<file path="src/rvcx_pkg.sv">
`default_nettype none

package rvcx_pkg;

  localparam int PARCEL_W = 16;
  localparam int WORD_W   = 32;

  // RV32I major opcodes used by the expansion.
  localparam logic [6:0] OPC_OPIMM  = 7'h13;
  localparam logic [6:0] OPC_OP     = 7'h33;
  localparam logic [6:0] OPC_LOAD   = 7'h03;
  localparam logic [6:0] OPC_STORE  = 7'h23;
  localparam logic [6:0] OPC_BRANCH = 7'h63;
  localparam logic [6:0] OPC_JAL    = 7'h6f;
  localparam logic [6:0] OPC_JALR   = 7'h67;
  localparam logic [6:0] OPC_LUI    = 7'h37;

  localparam logic [WORD_W-1:0] WORD_EBREAK = 32'h0010_0073;
  localparam logic [WORD_W-1:0] WORD_NOP    = 32'h0000_0013;

  // Quadrant codes in parcel bits 1:0.
  localparam logic [1:0] QUAD_0    = 2'b00;
  localparam logic [1:0] QUAD_1    = 2'b01;
  localparam logic [1:0] QUAD_2    = 2'b10;
  localparam logic [1:0] QUAD_FULL = 2'b11;

  localparam logic [2:0] F3_ADD  = 3'b000;
  localparam logic [2:0] F3_SLL  = 3'b001;
  localparam logic [2:0] F3_LW   = 3'b010;
  localparam logic [2:0] F3_XOR  = 3'b100;
  localparam logic [2:0] F3_SR   = 3'b101;
  localparam logic [2:0] F3_OR   = 3'b110;
  localparam logic [2:0] F3_AND  = 3'b111;
  localparam logic [2:0] F3_BEQ  = 3'b000;
  localparam logic [2:0] F3_BNE  = 3'b001;

  localparam logic [4:0] REG_ZERO = 5'd0;
  localparam logic [4:0] REG_RA   = 5'd1;
  localparam logic [4:0] REG_SP   = 5'd2;

  typedef struct packed {
    logic              is_compressed;
    logic              illegal;
    logic [WORD_W-1:0] word;
  } exp_result_t;

  function automatic exp_result_t expand(input logic [PARCEL_W-1:0] p);
    exp_result_t res;
    logic [2:0]  f3;
    logic [4:0]  rd;
    logic [4:0]  rs2;
    logic [4:0]  rdp;
    logic [4:0]  rs1p;
    logic        b12;
    logic [11:0] imm6;
    logic        imm6_zero;
    logic [9:0]  joff;
    logic [11:0] imm12;
    logic [2:0]  f3_alu;
    logic [WORD_W-1:0] w;
    logic        bad;
    f3        = p[15:13];
    rd        = p[11:7];
    rs2       = p[6:2];
    rdp       = {2'b01, p[4:2]};
    rs1p      = {2'b01, p[9:7]};
    b12       = p[12];
    imm6      = {{6{p[12]}}, p[12], p[6:2]};
    imm6_zero = !p[12] && (p[6:2] == 5'd0);
    joff      = {p[8], p[10:9], p[6], p[7], p[2], p[11], p[5:3]};
    imm12     = '0;
    f3_alu    = F3_ADD;
    w         = '0;
    bad       = 1'b0;
    case (p[1:0])
      QUAD_0: begin
        case (f3)
          3'd0: begin
            // c.addi4spn
            imm12 = {2'b00, p[10:7], p[12:11], p[5], p[6], 2'b00};
            if (imm12 == 12'd0) begin
              bad = 1'b1;
            end else begin
              w = {imm12, REG_SP, F3_ADD, rdp, OPC_OPIMM};
            end
          end
          3'd2: begin
            w = {5'b0, p[5], p[12:10], p[6], 2'b00, rs1p, F3_LW, rdp, OPC_LOAD};
          end
          3'd6: begin
            w = {5'b0, p[5], p[12], rdp, rs1p, F3_LW, p[11:10], p[6], 2'b00, OPC_STORE};
          end
          default: bad = 1'b1;
        endcase
      end
      QUAD_1: begin
        case (f3)
          3'd0: begin
            if (rd == REG_ZERO) begin
              w = WORD_NOP;
            end else if (imm6_zero) begin
              bad = 1'b1;
            end else begin
              w = {imm6, rd, F3_ADD, rd, OPC_OPIMM};
            end
          end
          3'd1: w = {b12, joff, b12, {8{b12}}, REG_RA, OPC_JAL};
          3'd2: begin
            if (rd == REG_ZERO) begin
              w = WORD_NOP;
            end else begin
              w = {imm6, REG_ZERO, F3_ADD, rd, OPC_OPIMM};
            end
          end
          3'd3: begin
            if (rd == REG_ZERO) begin
              w = WORD_NOP;
            end else if (imm6_zero) begin
              bad = 1'b1;
            end else if (rd == REG_SP) begin
              // c.addi16sp
              imm12 = {{3{b12}}, p[4:3], p[5], p[2], p[6], 4'b0000};
              w = {imm12, REG_SP, F3_ADD, REG_SP, OPC_OPIMM};
            end else begin
              w = {{14{b12}}, b12, p[6:2], rd, OPC_LUI};
            end
          end
          3'd4: begin
            case (p[11:10])
              2'd0, 2'd1: begin
                if (b12) begin
                  bad = 1'b1;
                end else begin
                  w = {1'b0, p[10], 5'b0, rs2, rs1p, F3_SR, rs1p, OPC_OPIMM};
                end
              end
              2'd2: w = {imm6, rs1p, F3_AND, rs1p, OPC_OPIMM};
              default: begin
                case (p[6:5])
                  2'd0:    f3_alu = F3_ADD;
                  2'd1:    f3_alu = F3_XOR;
                  2'd2:    f3_alu = F3_OR;
                  default: f3_alu = F3_AND;
                endcase
                if (b12) begin
                  bad = 1'b1;
                end else begin
                  w = {1'b0, (p[6:5] == 2'd0), 5'b0, rdp, rs1p, f3_alu, rs1p, OPC_OP};
                end
              end
            endcase
          end
          3'd5: w = {b12, joff, b12, {8{b12}}, REG_ZERO, OPC_JAL};
          3'd6: begin
            w = {b12, {3{b12}}, p[6:5], p[2], REG_ZERO, rs1p, F3_BEQ,
                 p[11:10], p[4:3], b12, OPC_BRANCH};
          end
          default: begin
            w = {b12, {3{b12}}, p[6:5], p[2], REG_ZERO, rs1p, F3_BNE,
                 p[11:10], p[4:3], b12, OPC_BRANCH};
          end
        endcase
      end
      QUAD_2: begin
        case (f3)
          3'd0: begin
            if (b12) begin
              bad = 1'b1;
            end else begin
              w = {7'b0, rs2, rd, F3_SLL, rd, OPC_OPIMM};
            end
          end
          3'd2: begin
            if (rd == REG_ZERO) begin
              bad = 1'b1;
            end else begin
              w = {4'b0, p[3:2], b12, p[6:4], 2'b00, REG_SP, F3_LW, rd, OPC_LOAD};
            end
          end
          3'd4: begin
            if (!b12) begin
              if (rs2 == REG_ZERO) begin
                if (rd == REG_ZERO) begin
                  bad = 1'b1;
                end else begin
                  w = {12'd0, rd, F3_ADD, REG_ZERO, OPC_JALR};
                end
              end else if (rd == REG_ZERO) begin
                w = WORD_NOP;
              end else begin
                w = {7'b0, rs2, REG_ZERO, F3_ADD, rd, OPC_OP};
              end
            end else begin
              if (rs2 == REG_ZERO) begin
                if (rd == REG_ZERO) begin
                  w = WORD_EBREAK;
                end else begin
                  w = {12'd0, rd, F3_ADD, REG_RA, OPC_JALR};
                end
              end else if (rd == REG_ZERO) begin
                w = WORD_NOP;
              end else begin
                w = {7'b0, rs2, rd, F3_ADD, rd, OPC_OP};
              end
            end
          end
          3'd6: begin
            w = {4'b0, p[8:7], b12, rs2, REG_SP, F3_LW, p[11:9], 2'b00, OPC_STORE};
          end
          default: bad = 1'b1;
        endcase
      end
      default: begin
        w   = '0;
        bad = 1'b0;
      end
    endcase
    res.is_compressed = (p[1:0] != QUAD_FULL);
    res.illegal       = res.is_compressed && bad;
    res.word          = (res.is_compressed && !bad) ? w : '0;
    return res;
  endfunction

endpackage

`default_nettype wire

</file>
<file path="src/rv32c_instruction_expander_unit.sv">
`default_nettype none

// Channel   Direction  Handshake             Payload
// input     in         in_valid / in_ready   parcel[15:0]
// result    out        out_valid / out_ready is_compressed, expanded_word[31:0], illegal
//
// Each request yields one result, held in the parcel register and then in the
// result register; one request can be accepted every cycle while the result
// side does not stall. The expansion is a single pass of decode logic between them.
// Synchronous reset clears both valid flags; payload registers are not reset.
// A stalled result holds the result register, and the parcel register still
// takes a new request as long as it is empty or moving forward.
module rv32c_instruction_expander_unit (
  input  wire logic                         clk,
  input  wire logic                         rst,
  input  wire logic                         in_valid,
  output logic                              in_ready,
  input  wire logic [rvcx_pkg::PARCEL_W-1:0] parcel,
  output logic                              out_valid,
  input  wire logic                         out_ready,
  output logic                              is_compressed,
  output logic [rvcx_pkg::WORD_W-1:0]       expanded_word,
  output logic                              illegal
);
  import rvcx_pkg::*;

  logic                s1_valid;
  logic [PARCEL_W-1:0] s1_parcel;
  logic                s1_adv;
  exp_result_t         s1_res;

  assign s1_adv   = s1_valid && (!out_valid || out_ready);
  assign in_ready = !s1_valid || s1_adv;
  assign s1_res   = expand(s1_parcel);

  always_ff @(posedge clk) begin
    if (rst) begin
      s1_valid <= 1'b0;
    end else if (in_ready) begin
      s1_valid <= in_valid;
    end
  end

  always_ff @(posedge clk) begin
    if (in_valid && in_ready) begin
      s1_parcel <= parcel;
    end
  end

  always_ff @(posedge clk) begin
    if (rst) begin
      out_valid <= 1'b0;
    end else if (s1_adv) begin
      out_valid <= 1'b1;
    end else if (out_ready) begin
      out_valid <= 1'b0;
    end
  end

  always_ff @(posedge clk) begin
    if (s1_adv) begin
      is_compressed <= s1_res.is_compressed;
      expanded_word <= s1_res.word;
      illegal       <= s1_res.illegal;
    end
  end

endmodule

`default_nettype wire

</file>
<file path="config.mk">
export PLATFORM = sky130hd
export DESIGN_NAME = rv32c_instruction_expander_unit
export DESIGN_NICKNAME = d
export VERILOG_FILES = /design/src/rvcx_pkg.sv /design/src/rv32c_instruction_expander_unit.sv
export SDC_FILE = /design/constraint.sdc
export NUM_CORES = 1
export LEC_CHECK = 0
export BUFFER_PORTS_ARGS = -buffer_cell sky130_fd_sc_hd__buf_2
export CAP_MARGIN = 25
export CELL_PAD_IN_SITES_DETAIL_PLACEMENT = 1
export CELL_PAD_IN_SITES_GLOBAL_PLACEMENT = 2
export CORE_ASPECT_RATIO = 1.25
export CORE_MARGIN = 2
export CORE_UTILIZATION = 37
export CTS_CLUSTER_SIZE = 12
export DETAILED_ROUTE_END_ITERATION = 16
export PLACE_DENSITY = 0.84
export SYNTH_ARGS = -nofsm -noshare
export SYNTH_HDL_FRONTEND = slang
export SYNTH_SLANG_ARGS = --single-unit
</file>
<file path="constraint.sdc">
create_clock -name clk -period 5.9 [get_ports clk]
set_clock_uncertainty 0.05 [all_clocks]
set_input_delay 0.885 -clock clk [delete_from_list [all_inputs] [get_ports clk]]
set_output_delay 0.885 -clock clk [all_outputs]
set_load 0.005 [all_outputs]
</file>
==> results of run 1 <==
## flip-flops by register name (all words and copies together) (netlist names)
signal	cells
expanded_word	31
is_compressed	1
s1_parcel	16
out_valid	1
illegal	1
s1_valid	1
## synth_stat cells, drive strengths merged, types with 9 or more instances
cell    instances  area, sq um
nand2          42          165
a21oi          27          135
nor2b           9         56.3
edfxtp         49         1470
clkbuf         21         78.8
nor2           28          108
buf            11         62.6
nor3           16         96.4
o21ai          41          213
nand3          19         95.1
## critical path, cell delays in order, from the launching register on
cell	delay, ps
edfxtp_1	660
or4_4	650
o21ai_0	710
o221ai_1	320
a32oi_1	250
o21ai_1	130
## area by class of cell
| class | count | area (sq um) | area share (%) |
|---|---|---|---|
| multi-input cells | 290 | 1750 | 44.5 |
| inverters | 7 | 26.3 | 0.668 |
| well taps | 123 | 154 | 3.91 |
| repair buffers | 62 | 325 | 8.27 |
| clock inverters | 3 | 38.8 | 0.987 |
| flip-flops and latches | 51 | 1510 | 38.4 |
| clock buffers | 5 | 125 | 3.18 |
## how the worst max path moves through the flow
stage	startpoint	end	slack, ps	cells past startpoint
final	s1_parcel[5]$_DFFE_PP_	expanded_word[24]$_SDFFCE_PN0P_	2860	5
after global routing	s1_parcel[5]$_DFFE_PP_	expanded_word[24]$_SDFFCE_PN0P_	2820	5
after CTS	s1_parcel[5]$_DFFE_PP_	expanded_word[24]$_SDFFCE_PN0P_	2960	5
after detailed placement	s1_parcel[5]$_DFFE_PP_	expanded_word[24]$_SDFFCE_PN0P_	2980	5
after global placement	s1_parcel[15]$_DFFE_PP_	expanded_word[24]$_SDFFCE_PN0P_	2950	6
after floorplan	out_ready	expanded_word[10]$_SDFFCE_PN0P_	2980	2
## metal layers
layer	up-vias	wire length (microns)	global-route usage, %
met4	0	837	16.3
met5	-	0	0
li1	1541	-	-
met3	68	1270	6.36
met1	1687	5140	32.9
met2	234	6330	44.2
## metrics by stage
step	hold slack, ps	cells	cell area, sq um
after global routing	546	541	3930
after global placement	457	532	3760
after CTS	489	540	3930
after floorplan	428	380	3430
after detailed placement	478	532	3760
final	479	541	3930
## where the power goes
group          internal (mW)  total, mW  switching [mW]  leakage (nW)
combinational         0.0528      0.157           0.104         0.831
clock                  0.198      0.334           0.136        0.0812
sequential             0.422      0.447          0.0246         0.481
## kinds of logic (layout without fill, tap and decap cells)
family,after synthesis,count (layout),share of synthesized area (%)
AOI/OAI and AO/OA,137,137,26.9
buffers and inverters,39,77,4.89
DFF,51,51,44.1
muxes,3,3,0.876
and+or+nand+nor,150,150,23.3
==> results.ini, run 1 <==
[yosys]
synthDistinctLibCells = 70
synth_seq_area_share_pct = 44.1
synth-seq-cells = 51
synth_warnings = 0
synth_ff_type = edfxtp_1
syn_area_sq_um = 3430
synth_edf_count = 49
syn_avg_cell_area_sq_um = 9.02
synth_nets = 400
synth-async-reset-ratio_pct = 0
netlist_instances = 380

[critical_path]
start_kind = flip-flop
r2r_start = s1_parcel[5]$_DFFE_PP_
critPathKind = reg2reg
crit_fanout = 15
worstReg2RegEnd = expanded_word[24]$_SDFFCE_PN0P_
r2r_setup_slack_ps = 2860
cp_data_required_time_ps = 5880
arrival_ps = 3020
end_kind = flip-flop
rr_worst_depth = 5

[placed_design]
gp_congestion = 1.00
hpwl_microns = 9670
io_buffers = 55
dp_worst_setup_slack_ps = 2980

[floorplanning]
die-height_microns = 112
die_width_microns = 90.1
core_sq_um = 9080
rows = 39
boundaryPins = 56
start_util_pct = 37.8
dieArea_sq_um = 10100

[routing]
drt_iter0_markers = 476
viasPerCell = 6.52
wl_microns = 13600
vias = 3530
ant_nets = 0
drcViolationCount = 0
dr.pass1.iters = 6
wire_per_inst_microns = 25.1

[clock_tree]
clk_path_buf_depth = 2
post_cts_resized = 0
clock-root-buffer = clkbuf_16
clk_pin_slew_ps = 70
insertion_delay_ps = 300
cts_tree = yes
numCtsBuffers = 5
cts_sinks = 51
post_cts_buffers = 0
h-tree-depth = 2
cts_hold_buf = 0

[layout]
final_cell_mix = buf_2, edfxtp_1, nand2_1
final_util_pct = 43.3
drive_gt1_share_pct = 20.3
areaGrowthSynthToFinish_pct = 14.7
final_common_cell = buf_2
layout.nets = 437
diodes = 0
num-fill-cells = 1087

[global_routing]
global_route.overflow_total = 0
grt_pass1_wl_microns = 21000
grt_pass1_vias = 3518
antenna_found_initial = 0
grt.total_usage_pct = 27.2
grt_max_degree = 47

[hold_path]
hp-class = reg2reg
holdPathStages = 2
min_from = s1_valid$_SDFFE_PP0N_
min_to = out_valid$_SDFFE_PP0P_

[run_status]
status = complete, no violations

[power_and_ir_drop]
p_leak_nw = 1.39
power_uw = 937
power-per-cell-area_nw_per_um2 = 238
ir_worst_vdd_uv = 171

[sta]
drv_slew = 0
period_minus_slack_ps = 3040
max_freq_mhz = 329
rsz0062_at_grt = false
relSlewSlack_pct = 33.1
hold_viol = 0
tightestPinTransition_ps = 1000
period_share_pct = 51.5
setup_viol = 0
worst_slack_ps = 2860
setup-tns-final_ps = 0

[flow_run]
drv_cap = 0

Power figures use the tool's default switching activity.
==> inputs of run 2 (changes only) <==
--- a/config.mk
+++ b/config.mk
@@ -11,10 +11,10 @@
 export CELL_PAD_IN_SITES_GLOBAL_PLACEMENT = 2
 export CORE_ASPECT_RATIO = 1.25
 export CORE_MARGIN = 2
-export CORE_UTILIZATION = 37
+export CORE_UTILIZATION = 35
 export CTS_CLUSTER_SIZE = 12
 export DETAILED_ROUTE_END_ITERATION = 16
-export PLACE_DENSITY = 0.84
+export PLACE_DENSITY = 0.8
 export SYNTH_ARGS = -nofsm -noshare
 export SYNTH_HDL_FRONTEND = slang
 export SYNTH_SLANG_ARGS = --single-unit
==> constraint.sdc (replaced) <==
create_clock -name clk -period 3 [get_ports clk]
set_clock_uncertainty 0.05 [all_clocks]
set_input_delay 0.45 -clock clk [delete_from_list [all_inputs] [get_ports clk]]
set_output_delay 0.45 -clock clk [all_outputs]
set_load 0.005 [all_outputs]
==> results.ini, run 2 (synthesized netlist as in run 1, its figures left out) <==
[run_status]
status = complete, no violations

[layout]
top_regs = expanded_word: 31 flops, s1_parcel: 16 flops
layout.nets = 477  ; +9.2%
final_common_cell = buf_2
regMostFlops = expanded_word
final_area_sq_um = 4230  ; +7.5%
final_util_pct = 44.2  ; +0.89 points
largest_register_ffs = 31  ; unchanged
areaGrowthSynthToFinish_pct = 23.3
diodes = 0  ; unchanged
final_cell_mix = buf_2, edfxtp_1, buf_4
drive_gt1_share_pct = 27.5  ; +7.2 points

[critical_path]
end_kind = flip-flop
crit_fanout = 20  ; +5
r2r_start = s1_parcel[14]$_DFFE_PP_
r2r_setup_slack_ps = 380  ; -2480 ps
rr_worst_depth = 6  ; +1
arrival_ps = 2610  ; -410 ps
cp_data_required_time_ps = 2990  ; -2890 ps
crit_start = s1_parcel[14]$_DFFE_PP_
critPathKind = reg2reg
start_kind = flip-flop
crit_end = expanded_word[21]$_SDFFCE_PN0P_
worstReg2RegEnd = expanded_word[21]$_SDFFCE_PN0P_

[sta]
rsz0062_at_grt = false
relSlewSlack_pct = 39.7  ; +6.6 points
tightestPinTransition_ps = 895  ; -106 ps
drv_slew = 0  ; unchanged
period_minus_slack_ps = 2620  ; -419 ps
hold_viol = 0  ; unchanged
setup-tns-final_ps = 0  ; unchanged
setup_viol = 0  ; unchanged
max_freq_mhz = 382  ; +16%
whs_ps = 267  ; -212 ps
period_share_pct = 87.2  ; +36 points

[routing]
dr.pass1.iters = 5  ; -1
ant_nets = 0  ; unchanged
viasPerCell = 6.32  ; -3.1%
drt_iter0_markers = 400  ; -16%
vias = 3693  ; +4.6%
wire_per_inst_microns = 25.1  ; +0.19%
drcViolationCount = 0  ; unchanged
wl_microns = 14700  ; +8.2%

[clock_tree]
post_cts_buffers = 0  ; unchanged
cts_sinks = 51  ; unchanged
cts_hold_buf = 0  ; unchanged
clk_path_buf_depth = 2  ; unchanged
clock-root-buffer = clkbuf_16
h-tree-depth = 2  ; unchanged
post_cts_resized = 0  ; unchanged
numCtsBuffers = 5  ; unchanged
clk_pin_slew_ps = 70  ; about the same
insertion_delay_ps = 300  ; about the same
cts_tree = yes

[global_routing]
global_route.overflow_total = 0  ; unchanged
grt_max_degree = 32  ; -32%
antenna_found_initial = 0  ; unchanged
grt.total_usage_pct = 28.6  ; +1.4 points
grt_pass1_wl_microns = 22400  ; +7.1%
grt_pass1_vias = 3698  ; +5.1%

[hold_path]
min_from = rst
hp-class = in2reg

[power_and_ir_drop]
ir_worst_vdd_uv = 307  ; +80%
power_mw = 1.80  ; +92%
p_leak_nw = 1.58  ; +13%
power-per-cell-area_nw_per_um2 = 426  ; +79%

[placed_design]
hpwl_microns = 11000  ; +14%
gp_congestion = 0.954  ; -4.6%
io_buffers = 55  ; unchanged
postPlaceCellArea_sq_um = 4070  ; +8.3%

[floorplanning]
core_sq_um = 9560  ; +5.3%
die-height_microns = 115  ; +2.7%
boundaryPins = 56  ; unchanged
rows = 40  ; +2.6%
dieArea_sq_um = 10600  ; +5.5%
start_util_pct = 35.9  ; -1.9 points
die_width_microns = 92.5  ; +2.7%

[flow_run]
drv_cap = 0  ; unchanged

## run 2: changes by cell type in the layout (fill, tap and decap cells not counted), sizes merged
cell,change
buf,+41
clkbuf,-1
clkinvlp,+1
bufinv,-1
## run 2: worst max-delay path: stages, from the launching register on
cell,delay [ps]
edfxtp_1,720
nor4bb_2,690
nand2_1,280
o21a_1,210
buf_4,160
a31oi_1,140
o21ai_0,110
## run 2: cell type report
type | count | area [sq um]
Inverter | 7 | 26.3
Tap cell | 126 | 158
Timing Repair Buffer | 102 | 628
Sequential cell | 51 | 1510
Multi-Input combinational cell | 290 | 1760
Clock buffer | 5 | 125
Clock inverter | 3 | 20.0
Fill cell | 1148 | 5330
## run 2: metrics by stage
stage | worst slack, ps | instances
global route | 222 | 584
finish | 383 | 584
CTS | 155 | 584
floorplan | 510 | 380
global placement | 199 | 576
detailed placement | 172 | 576
## run 2: routing by layer
metal  GRT usage, %  wire length, microns  vias up
met3           4.34                  1040       50
met5              0                     0        -
met4           12.6                   656        0
met2           49.0                  7260      217
met1           35.6                  5730     1806
li1               -                     -     1620
## run 2: worst min path at each step
stage | end | slack, ps | depth (start not counted)
finish | out_valid$_SDFFE_PP0P_ | 270 | 2
global placement | out_valid$_SDFFE_PP0P_ | 450 | 2
detailed placement | out_valid$_SDFFE_PP0P_ | 450 | 2
global route | out_valid$_SDFFE_PP0P_ | 260 | 2
CTS | out_valid$_SDFFE_PP0P_ | 260 | 2
floorplan | out_valid$_SDFFE_PP0P_ | 430 | 2
## run 2: report_power, final
group          leakage (nW)  switching (mW)  internal [mW]  total, mW
Sequential            0.481          0.0484          0.830      0.879
Clock                0.0674           0.262          0.308      0.570
Combinational          1.03           0.216          0.134      0.350
==> inputs of run 3 (changes only) <==
==> constraint.sdc (replaced) <==
create_clock -name clk -period 2.89 [get_ports clk]
set_clock_uncertainty 0.05 [all_clocks]
set_input_delay 0.4335 -clock clk [delete_from_list [all_inputs] [get_ports clk]]
set_output_delay 0.4335 -clock clk [all_outputs]
set_load 0.005 [all_outputs]
==> results.ini, run 3 (synthesized netlist as in run 1, its figures left out) <==
[layout]
final_cell_mix = buf_2, buf_4, edfxtp_1
final_common_cell = buf_2
layout.nets = 486  ; +1.9%
top_regs = expanded_word: 31 flops, s1_parcel: 16 flops
final_cells = 593  ; +1.5%
areaGrowthSynthToFinish_pct = 26.0
drive_gt1_share_pct = 28.9  ; +1.4 points
final_util_pct = 45.2  ; +0.96 points
diodes = 0  ; unchanged
largest_register_ffs = 31  ; unchanged
regMostFlops = expanded_word
num-fill-cells = 1159  ; +0.96%

[critical_path]
arrival_ps = 2710  ; +100 ps
start_kind = flip-flop
end_kind = flip-flop
cp_num_buf_inv = 0  ; -1
worstPathCellList = or4_1 > o21ai_2 > a21oi_1 > a2111oi_0 > o21ai_1
cp_data_required_time_ps = 2880  ; -110 ps
path_delay_family = compound AO/OA/AOI/OAI gates
crit_fanout = 10  ; -50%
critPathSlowestCell = or4_1
cp_slowest_stage_delay_ps = 850  ; +130 ps
critPathKind = reg2reg

[hold_path]
hp-class = in2reg

[placed_design]
placed_cells = 585  ; +1.6%
dp_worst_setup_slack_ps = 246  ; +74.6 ps
gp_congestion = 0.976  ; +2.3%
hpwl_microns = 11600  ; +5.6%
io_buffers = 55  ; unchanged

[floorplanning]
die_width_microns = 92.5  ; unchanged
boundaryPins = 56  ; unchanged
die-height_microns = 115  ; unchanged
core_sq_um = 9560  ; unchanged
start_util_pct = 35.9  ; unchanged
rows = 40  ; unchanged
dieArea_sq_um = 10600  ; unchanged

[sta]
tightestPinTransition_ps = 718  ; -177 ps
hold_viol = 0  ; unchanged
worst_slack_ps = 176  ; -207 ps
max_freq_mhz = 368  ; -3.6%
relSlewSlack_pct = 51.7  ; +12 points
drv_slew = 0  ; unchanged
rsz0062_at_grt = false
setup-tns-final_ps = 0  ; unchanged
setup_viol = 0  ; unchanged
period_minus_slack_ps = 2710  ; +97.0 ps
period_share_pct = 93.9  ; +6.7 points

[clock_tree]
h-tree-depth = 2  ; unchanged
clk_path_buf_depth = 2  ; unchanged
cts_hold_buf = 0  ; unchanged
post_cts_buffers = 0  ; unchanged
cts_sinks = 51  ; unchanged
cts_tree = yes
clk_pin_slew_ps = 80  ; about the same
insertion_delay_ps = 300  ; about the same
post_cts_resized = 0  ; unchanged
clock-root-buffer = clkbuf_16
numCtsBuffers = 5  ; unchanged

[run_status]
status = complete, no violations

[power_and_ir_drop]
p_int_mw = 1.33  ; +4.9%
power-per-cell-area_nw_per_um2 = 442  ; +3.7%
power_frac_comb_pct = 20.6  ; +1.1 points
p_leak_nw = 1.63  ; +3.5%
seqPwrFrac_pct = 47.2  ; -1.6 points
p_sw_uw = 572  ; +8.6%
p_clk_share_pct = 32.2  ; +0.5 points
ir_worst_vdd_uv = 239  ; -22%
sw_frac_of_total_pct = 30.0  ; +0.71 points

[global_routing]
grt_pass1_vias = 3775  ; +2.1%
grt_pass1_wl_microns = 22800  ; +1.5%
global_route.overflow_total = 0  ; unchanged
grt.total_usage_pct = 29.1  ; +0.54 points
grt_max_degree = 35  ; +9.4%
antenna_found_initial = 0  ; unchanged

[routing]
drcViolationCount = 0  ; unchanged
viasPerCell = 6.39  ; +1.1%
vias = 3790  ; +2.6%
wl_microns = 15200  ; +3.7%
wire_per_inst_microns = 25.7  ; +2.1%
ant_nets = 0  ; unchanged
drt_iter0_markers = 504  ; +26%
dr.pass1.iters = 6  ; +1

[flow_run]
drv_cap = 0  ; unchanged

[run 3: final timing paths]
check                                         end  slack, ps                   start  cells past startpoint
setup / recovery  expanded_word[28]$_SDFFCE_PN0P_        180  s1_parcel[9]$_DFFE_PP_                      5
setup reg to reg  expanded_word[28]$_SDFFCE_PN0P_        180  s1_parcel[9]$_DFFE_PP_                      5
hold / removal            s1_parcel[11]$_DFFE_PP_        260              parcel[11]                      1
hold reg to reg            out_valid$_SDFFE_PP0P_        490   s1_valid$_SDFFE_PP0N_                      2
[run 3: final cells by class]
type / instances / area, sq um / share of cell area [%]
multi-input cells: 290 / 1750 / 40.6
flip-flops and latches: 51 / 1510 / 35.0
repair buffers: 111 / 721 / 16.7
well taps: 126 / 158 / 3.65
clock buffers: 5 / 125 / 2.90
inverters: 7 / 26.3 / 0.609
clock inverters: 3 / 25.0 / 0.580
[run 3: through the flow]
stage               hold WS [ps]  area, sq um  power (mW)
finish                       255         4320        1.91
global route                 251         4320        1.97
CTS                          251         4320        1.91
detailed placement           478         4170        1.30
global placement             457         4170        1.30
floorplan                    428         3430        1.11
[run 3: per-layer routing]
| metal | wire, microns | up-vias | global-route usage, % | share of wire (%) |
|---|---|---|---|---|
| li1 | - | 1639 | - | - |
| met1 | 5990 | 1861 | 36.3 | 39 |
| met2 | 7160 | 230 | 47.0 | 47 |
| met3 | 1140 | 60 | 5.27 | 7.5 |
| met4 | 942 | 0 | 17.4 | 6.2 |
| met5 | 0 | - | 0 | 0 |
[run 3: power by group through the flow]
stage	Clock, mW	Sequential, mW	Combinational [mW]
after global placement	0	0.914	0.390
after floorplan	0	0.900	0.207
final	0.614	0.900	0.393
after global routing	0.647	0.902	0.419
after CTS	0.628	0.898	0.387
after detailed placement	0	0.915	0.386
